**src/hw/rtl/clns_pkg.sv**
```systemverilog
// Package for the character LCD nibble sequencer: word types, microcode
// types, program addresses and the microcode ROM. No dependencies.
package clns_pkg;

  // Input word
  typedef struct packed {
    logic [1:0] command;
    logic [7:0] byte_value;
    logic [5:0] message_length;
    logic       first_char;
  } in_word_t;

  // Output word: one timed bus step
  typedef struct packed {
    logic        reg_select;
    logic        strobe_res;
    logic [3:0]  nibble;
    logic [20:0] wait_us;
    logic        last_step;
  } out_word_t;

  // Command codes
  localparam logic [1:0] CMD_INIT  = 2'd0;
  localparam logic [1:0] CMD_INSTR = 2'd1;
  localparam logic [1:0] CMD_DATA  = 2'd2;
  localparam logic [1:0] CMD_CHAR  = 2'd3;

  // Timing constants in microseconds
  localparam logic [20:0] PULSE_US    = 21'd100;
  localparam logic [20:0] POWERUP_US  = 21'd15000;
  localparam logic [20:0] SCROLL_US   = 21'd1000000;
  localparam logic [20:0] PREROLL_US  = 21'd2000000;

  // Scroll cap, keeps one word at or under 64 steps
  localparam int unsigned MAX_SCROLLS = 28;
  localparam int unsigned CNT_W       = 5;

  // Program addresses
  localparam int unsigned PC_W = 5;
  localparam logic [PC_W-1:0] A_INIT     = 5'd0;
  localparam logic [PC_W-1:0] A_CLEAR    = 5'd15;
  localparam logic [PC_W-1:0] A_LINE     = 5'd19;
  localparam logic [PC_W-1:0] A_CHAR     = 5'd21;
  localparam logic [PC_W-1:0] A_SHIFT_HI = 5'd24;
  localparam logic [PC_W-1:0] A_LAST     = 5'd26;

  // Step kind: what drives the bus
  typedef enum logic [1:0] {
    K_PAUSE,   // wait only
    K_INSTR,   // enable pulse, constant nibble, instruction register
    K_VAL_HI,  // enable pulse, upper nibble of the latched byte
    K_VAL_LO   // enable pulse, lower nibble of the latched byte
  } kind_e;

  // Sequencing of the step counter
  typedef enum logic [2:0] {
    SEQ_NEXT,    // fall through
    SEQ_END,     // final step
    SEQ_LINE,    // to line jump or to the character
    SEQ_SCROLL,  // into the scroll tail or end
    SEQ_LOOP     // repeat the shift while the count lasts
  } seq_e;

  typedef struct packed {
    kind_e       kind;
    logic [3:0]  nib;
    logic [20:0] wait_us;
    seq_e        seq;
  } ucode_t;

  // Microcode ROM
  function automatic ucode_t clns_ucode(input logic [PC_W-1:0] addr);
    ucode_t w;
    w = '{kind: K_PAUSE, nib: 4'h0, wait_us: SCROLL_US, seq: SEQ_END};
    case (addr)
      // power-up initialization
      5'd0:  w = '{K_PAUSE, 4'h0, POWERUP_US,           SEQ_NEXT};
      5'd1:  w = '{K_INSTR, 4'h3, PULSE_US + 21'd4100,  SEQ_NEXT};
      5'd2:  w = '{K_INSTR, 4'h3, PULSE_US + 21'd200,   SEQ_NEXT};
      5'd3:  w = '{K_INSTR, 4'h3, PULSE_US + 21'd70,    SEQ_NEXT};
      5'd4:  w = '{K_INSTR, 4'h2, PULSE_US + 21'd70,    SEQ_NEXT};
      5'd5:  w = '{K_INSTR, 4'h2, PULSE_US,             SEQ_NEXT};
      5'd6:  w = '{K_INSTR, 4'h8, PULSE_US + 21'd70,    SEQ_NEXT};
      5'd7:  w = '{K_INSTR, 4'h0, PULSE_US,             SEQ_NEXT};
      5'd8:  w = '{K_INSTR, 4'hE, PULSE_US + 21'd70,    SEQ_NEXT};
      5'd9:  w = '{K_INSTR, 4'h0, PULSE_US,             SEQ_NEXT};
      5'd10: w = '{K_INSTR, 4'h1, PULSE_US + 21'd2000,  SEQ_NEXT};
      5'd11: w = '{K_INSTR, 4'h0, PULSE_US,             SEQ_NEXT};
      5'd12: w = '{K_INSTR, 4'h6, PULSE_US,             SEQ_NEXT};
      5'd13: w = '{K_INSTR, 4'h0, PULSE_US,             SEQ_NEXT};
      5'd14: w = '{K_INSTR, 4'h1, PULSE_US + 21'd3000,  SEQ_END};
      // first character: clear, then home
      5'd15: w = '{K_INSTR, 4'h0, PULSE_US,             SEQ_NEXT};
      5'd16: w = '{K_INSTR, 4'h1, PULSE_US + 21'd3000,  SEQ_NEXT};
      5'd17: w = '{K_INSTR, 4'h0, PULSE_US,             SEQ_NEXT};
      5'd18: w = '{K_INSTR, 4'h2, PULSE_US + 21'd1640,  SEQ_LINE};
      // second line, DDRAM 0x40
      5'd19: w = '{K_INSTR, 4'hC, PULSE_US,             SEQ_NEXT};
      5'd20: w = '{K_INSTR, 4'h0, PULSE_US + 21'd40,    SEQ_NEXT};
      // the byte itself, shared by raw writes and characters
      5'd21: w = '{K_VAL_HI, 4'h0, PULSE_US,            SEQ_NEXT};
      5'd22: w = '{K_VAL_LO, 4'h0, PULSE_US,            SEQ_SCROLL};
      // scroll tail
      5'd23: w = '{K_PAUSE, 4'h0, PREROLL_US,           SEQ_NEXT};
      5'd24: w = '{K_INSTR, 4'h1, PULSE_US,             SEQ_NEXT};
      5'd25: w = '{K_INSTR, 4'h8, PULSE_US + SCROLL_US, SEQ_LOOP};
      5'd26: w = '{K_PAUSE, 4'h0, SCROLL_US,            SEQ_END};
      default: w = '{K_PAUSE, 4'h0, SCROLL_US,          SEQ_END};
    endcase
    return w;
  endfunction

endpackage

```
**src/hw/rtl/char_lcd_nibble_sequencer_core.sv**
```systemverilog
// Top level of the character LCD nibble sequencer: a microcode ROM stepped
// by a program counter drives the bus step datapath. Depends on clns_pkg.
//
// The word is taken into the program counter and payload registers; its first bus step
// then goes through the output register, and one step leaves per cycle while the output
// side takes them. A new word is taken only once the last step of the current one has
// been emitted, set by the single program counter. Reset clears busy, the output register
// valid and the character position; no clearing pass.
module char_lcd_nibble_sequencer_core
  import clns_pkg::*;
#(
  parameter int unsigned LINE_CHARS    = 8,
  parameter int unsigned VISIBLE_CHARS = 16,
  parameter int unsigned MAX_MESSAGE   = 40
) (
  input  logic      clk_i,
  input  logic      rst_ni,
  input  logic      in_valid_i,
  output logic      in_ready_o,
  input  in_word_t  in_data_i,
  output logic      out_valid_o,
  input  logic      out_ready_i,
  output out_word_t out_data_o
);

  localparam logic [6:0] LineW = 7'(LINE_CHARS);
  localparam logic [6:0] VisW  = 7'(VISIBLE_CHARS);
  localparam logic [5:0] MaxW  = 6'(MAX_MESSAGE);
  localparam logic [6:0] CapW  = 7'(MAX_SCROLLS);

  logic            busy_q, busy_d;
  logic [PC_W-1:0] pc_q, pc_d;
  logic [CNT_W-1:0] cnt_q, cnt_d;
  logic            line_q, scroll_q, rs_q;
  logic [7:0]      val_q;
  logic [5:0]      pos_q;
  logic            out_valid_q;
  out_word_t       out_q;

  logic            in_acc, emit;
  ucode_t          uw;
  out_word_t       step;
  logic            last_c;

  // Entry decode
  logic [5:0]      len_c, pos_c;
  logic [6:0]      diff_c;
  logic            line_c, scroll_c;
  logic [PC_W-1:0] entry_c;
  logic [CNT_W-1:0] n_c;

  assign in_ready_o = !busy_q;
  assign in_acc     = in_valid_i && in_ready_o;
  assign emit       = busy_q && (!out_valid_q || out_ready_i);

  // Clamp length, resolve position and the branch flags for a character
  always_comb begin
    if (in_data_i.message_length == 6'd0) begin
      len_c = 6'd1;
    end else if (in_data_i.message_length > MaxW) begin
      len_c = MaxW;
    end else begin
      len_c = in_data_i.message_length;
    end
    pos_c    = in_data_i.first_char ? 6'd0 : pos_q;
    line_c   = ({1'b0, pos_c} == LineW) && ({1'b0, len_c} > LineW);
    scroll_c = ({1'b0, pos_c} + 7'd1 == {1'b0, len_c}) && ({1'b0, len_c} > VisW);
    diff_c   = {1'b0, len_c} - VisW;
    n_c      = (diff_c > CapW) ? CNT_W'(MAX_SCROLLS) : diff_c[CNT_W-1:0];
    case (in_data_i.command)
      CMD_INIT:  entry_c = A_INIT;
      CMD_INSTR: entry_c = A_CHAR;
      CMD_DATA:  entry_c = A_CHAR;
      CMD_CHAR: begin
        if (in_data_i.first_char) begin
          entry_c = A_CLEAR;
        end else if (line_c) begin
          entry_c = A_LINE;
        end else begin
          entry_c = A_CHAR;
        end
      end
      default: entry_c = A_INIT;
    endcase
  end

  // Datapath: one bus step from the current control word
  assign uw = clns_ucode(pc_q);

  always_comb begin
    step = '0;
    step.wait_us = uw.wait_us;
    case (uw.kind)
      K_PAUSE: begin
        step.strobe_res = 1'b0;
      end
      K_INSTR: begin
        step.strobe_res = 1'b1;
        step.nibble     = uw.nib;
      end
      K_VAL_HI: begin
        step.strobe_res = 1'b1;
        step.reg_select = rs_q;
        step.nibble     = val_q[7:4];
      end
      K_VAL_LO: begin
        step.strobe_res = 1'b1;
        step.reg_select = rs_q;
        step.nibble     = val_q[3:0];
      end
      default: step.strobe_res = 1'b0;
    endcase
    step.last_step = last_c;
  end

  // Sequencer: next address, loop count, end of program
  always_comb begin
    busy_d = busy_q;
    pc_d   = pc_q;
    cnt_d  = cnt_q;
    last_c = 1'b0;
    case (uw.seq)
      SEQ_NEXT: pc_d = pc_q + 1'b1;
      SEQ_END: begin
        last_c = 1'b1;
        busy_d = 1'b0;
      end
      SEQ_LINE: pc_d = line_q ? A_LINE : A_CHAR;
      SEQ_SCROLL: begin
        if (scroll_q) begin
          pc_d = pc_q + 1'b1;
        end else begin
          last_c = 1'b1;
          busy_d = 1'b0;
        end
      end
      SEQ_LOOP: begin
        if (cnt_q > CNT_W'(1)) begin
          cnt_d = cnt_q - 1'b1;
          pc_d  = A_SHIFT_HI;
        end else begin
          pc_d = pc_q + 1'b1;
        end
      end
      default: begin
        last_c = 1'b1;
        busy_d = 1'b0;
      end
    endcase
  end

  // Control registers
  always_ff @(posedge clk_i or negedge rst_ni) begin
    if (!rst_ni) begin
      busy_q      <= 1'b0;
      pc_q        <= A_INIT;
      out_valid_q <= 1'b0;
      pos_q       <= 6'd0;
    end else begin
      if (in_acc) begin
        busy_q <= 1'b1;
        pc_q   <= entry_c;
        if (in_data_i.command == CMD_CHAR) begin
          pos_q <= (pos_c == 6'd63) ? pos_c : pos_c + 6'd1;
        end
      end else if (emit) begin
        busy_q <= busy_d;
        pc_q   <= pc_d;
      end
      if (emit) begin
        out_valid_q <= 1'b1;
      end else if (out_ready_i) begin
        out_valid_q <= 1'b0;
      end
    end
  end

  // Payload registers
  always_ff @(posedge clk_i) begin
    if (in_acc) begin
      val_q    <= in_data_i.byte_value;
      rs_q     <= in_data_i.command[1];
      line_q   <= (in_data_i.command == CMD_CHAR) && line_c;
      scroll_q <= (in_data_i.command == CMD_CHAR) && scroll_c;
      cnt_q    <= n_c;
    end else if (emit) begin
      cnt_q <= cnt_d;
    end
    if (emit) begin
      out_q <= step;
    end
  end

  assign out_valid_o = out_valid_q;
  assign out_data_o  = out_q;

  // Checks
  a_accept_busy: assert property (@(posedge clk_i) disable iff (!rst_ni)
    in_acc |=> busy_q)
    else $error("word accepted but sequencer not busy");

  a_pc_range: assert property (@(posedge clk_i) disable iff (!rst_ni)
    busy_q |-> (pc_q <= A_LAST))
    else $error("program counter out of program");

  a_loop_count: assert property (@(posedge clk_i) disable iff (!rst_ni)
    (busy_q && pc_q == A_SHIFT_HI) |-> (cnt_q != '0))
    else $error("scroll loop entered with zero count");

  a_out_hold: assert property (@(posedge clk_i) disable iff (!rst_ni)
    (out_valid_o && !out_ready_i) |=> (out_valid_o && $stable(out_data_o)))
    else $error("output word changed while stalled");

endmodule

```
**config.mk**
```make
export PLATFORM = sky130hd
export DESIGN_NAME = char_lcd_nibble_sequencer_core
export DESIGN_NICKNAME = d
export VERILOG_FILES = /design/src/hw/rtl/clns_pkg.sv /design/src/hw/rtl/char_lcd_nibble_sequencer_core.sv
export SDC_FILE = /design/constraint.sdc
export NUM_CORES = 1
export LEC_CHECK = 0
export ABC_AREA = 1
export BUFFER_PORTS_ARGS = -buffer_cell sky130_fd_sc_hd__buf_2
export CAP_MARGIN = 20
export CORE_MARGIN = 3
export CORE_UTILIZATION = 40
export CTS_BUF_LIST = sky130_fd_sc_hd__clkbuf_8
export CTS_CLUSTER_SIZE = 16
export DETAILED_ROUTE_END_ITERATION = 6
export PLACE_DENSITY = 0.68
export SYNTH_ARGS = -nofsm -noshare
export SYNTH_HDL_FRONTEND = slang
export SYNTH_SLANG_ARGS = --single-unit
```
**constraint.sdc**
```tcl
create_clock -name clk_i -period 2.33 [get_ports clk_i]
set_input_delay 0.233 -clock clk_i [delete_from_list [all_inputs] [get_ports clk_i]]
set_output_delay 0.233 -clock clk_i [all_outputs]
set_load 0.03 [all_outputs]
```
==> results.cfg <==
[global_routing]
grt_overflow = 0
grt_pass1_vias = 2415
grt_antenna_before_repair = 0
grt_pass1_wl_um = 11100
grt_max_degree = 23
track_usage_pct = 15.7

[clock_network]
root_buffer = clkbuf_8
cts_tree = built
cts.sinks = 51
htree_levels = 2
clkSlewWorstSetupHoldPaths_ns = 0.09
cts_buffer_depth = 2
clkLatencyLatePin_ns = 0.30
numCtsBuffers = 5

[detailed_routing]
wl_per_cell_um = 12.8
drt_iter0_markers = 179
firstDrtPassIters = 4
drc = 0
wl_um = 6610
drt-vias-per-instance = 4.97
ant_nets = 0
vias = 2577

[synth]
synth_fp_nets = 405
synth_edf_count = 38
yosysWarnings = 0
synthCells = 369
synth.cell_area_um2 = 3090
synth.yosys.seq_area_share_pct = 47.4
ys_types = 37
synth_seq_cells = 51
synthArstFlopShare_pct = 25.5
synth.avg_cell_area_um2 = 8.38
synth_ff_type = edfxtp_1

[floorplan]
coreArea_um2 = 7370
ios = 51
rows = 31
die-width_um = 93.9
die_height_um = 93.9
start_util_pct = 42.0
dieArea_um2 = 8820

[critical_path]
arrival_ns = 2.02
cp-end-kind = flip-flop
cp_data_required_time_ns = 2.36
start_kind = flip-flop
crit_type = reg2reg
r2r_slack_ns = 0.34
cp-startpoint = pc_q[1]
rr_startpoint = pc_q[1]
path_max_fanout = 8

[layout]
nets = 454
nFillCells = 740
drive_gt1_share_pct = 20.0
stdcell_area_um2 = 3520
final_cell_count_no_fill = 518
syn2layout_area_growth_pct = 13.8
diodes = 0

[placement]
dp_hpwl_um = 5260
place_area_um2 = 3420
dp_slack_ns = 0.368
dpl.cell_count = 509
port_buffers = 49
place_congestion = 0.940

[timing]
fin_crit_ns = 1.99
rsz0062_at_grt = no
clock.fmax_mhz = 502
clock_skew_ns = 0.00634
tns_ns = 0
setup_violations = 0
slew_violations = 0
hold_viol = 0
fin_ws_ns = 0.339
period_share_pct = 85.5

[min_path]
min_path_type = in2reg
hp-start = in_data_i[9]

[power]
p_per_area_nw_per_um2 = 1300
ir_drop_mv = 0.379
p_leak_nw = 1.63

[outcome]
status = finished, final reports clean

[run]
cap_violations = 0
-- metal layers --
layer,track usage (%),vias up,share of wire (%)
met4,4.33,0,1.2
met5,0,-,0
li1,-,1312,-
met2,27.1,63,50
met3,2.64,8,4.5
met1,20.4,1194,44
-- stage by stage --
step | power (mW) | hold slack [ns] | utilization [%]
detailed placement | 4.11 | 0.138 | 46.4
finish | 4.57 | 0.0984 | 47.7
CTS | 4.61 | 0.0893 | 47.7
floorplan | 3.51 | -0.0626 | -
global route | 4.96 | 0.0769 | 47.7
global placement | 4.09 | 0.140 | 46.4
-- timing repair --
| action | in CTS | in global routing |
|---|---|---|
| buffers inserted | 0 | 0 |
| hold buffers | 1 | 0 |
| resized for setup | 0 | 0 |
| hold endpoints to repair | 13 | 0 |
| endpoints found under the setup margin | 0 | 0 |
-- area by class of cell --
type | instances | area (µm²) | area share, %
clock buffers | 5 | 68.8 | 1.96
clock inverters | 3 | 20.0 | 0.569
inverters | 52 | 195 | 5.55
multi-input cells | 251 | 1340 | 38.0
flip-flops and latches | 51 | 1470 | 41.7
well taps | 99 | 124 | 3.52
repair buffers | 57 | 308 | 8.75
-- flip-flops by register name, summed over array words and instances (netlist names), 5 cells and up --
signal      flops
val_q           8
out_data_o     22
pos_q           6
cnt_q           5
pc_q            5
-- cells by family after synthesis --
group                    share of synthesized area [%]
other                                            0.121
XOR/XNOR                                          1.98
AO/OA/AOI/OAI                                     10.9
AND/OR/NAND/NOR                                   24.0
adder cells (fa/ha/maj)                           6.07
buffers and inverters                             9.47
flip-flops                                        47.4
-- path summary, 6_finish.rpt --
path / to / depth (start not counted)
max in group asynchronous: pc_q[1] / 2
worst max-delay path: cnt_q[1] / 9
worst min-delay path: val_q[2] / 1
min in group asynchronous: pos_q[1] / 2
worst min register to register: out_valid_o / 2
worst max register to register: cnt_q[1] / 9
-- cell usage after synthesis, drive strengths merged (2+ instances only) --
cell type	instances	area [µm²]
nand2	82	325
ha	15	188
nand3	27	145
clkbuf	2	7.51
xor2	4	35.0
xnor2	3	26.3
o211ai	5	37.5
nor2	49	199
nand4	6	37.5
o31ai	3	22.5
a21oi	17	85.1
o21ai	24	124
or2	2	12.5
a22oi	4	30.0
edfxtp	38	1140
inv	52	195
dfrtp	13	325
buf	13	90.1
-- power by group --
| part | internal (mW) | switching, mW | total (mW) |
|---|---|---|---|
| Clock | 0.210 | 0.287 | 0.496 |
| Combinational | 0.744 | 1.66 | 2.41 |
| Sequential | 1.46 | 0.213 | 1.67 |
| Total | 2.41 | 2.16 | 4.57 |
-- worst max-delay path, cell delays in order, from the launching register on --
cell and delay (ns):
dfrtp_1 0.48, ha_1 0.32, nand2_1 0.12, nand2_1 0.07
nand2_1 0.08, nand2_1 0.08, nand2_1 0.07, nand2_1 0.10
o31ai_1 0.22, buf_4 0.19
-- placed cells by master (no fill, tap or decap), types with 2 or more instances in the layout --
cell | Yosys | final
a21oi_1 | 17 | 17
a22oi_1 | 4 | 4
buf_2 | 3 | 49
buf_4 | 10 | 7
clkbuf_8 | 0 | 5
dfrtp_1 | 13 | 13
edfxtp_1 | 38 | 38
ha_1 | 15 | 15
inv_1 | 46 | 46
inv_2 | 6 | 6
nand2_1 | 77 | 77
nand2_2 | 4 | 4
nand3_1 | 25 | 25
nand3_2 | 2 | 2
nand4_1 | 6 | 6
nor2_1 | 43 | 42
nor2_2 | 6 | 7
o211ai_1 | 5 | 5
o21ai_0 | 20 | 20
o21ai_1 | 3 | 3
o31ai_1 | 3 | 3
xnor2_1 | 3 | 3
xor2_1 | 4 | 4
(Power assumes the default switching activity.)
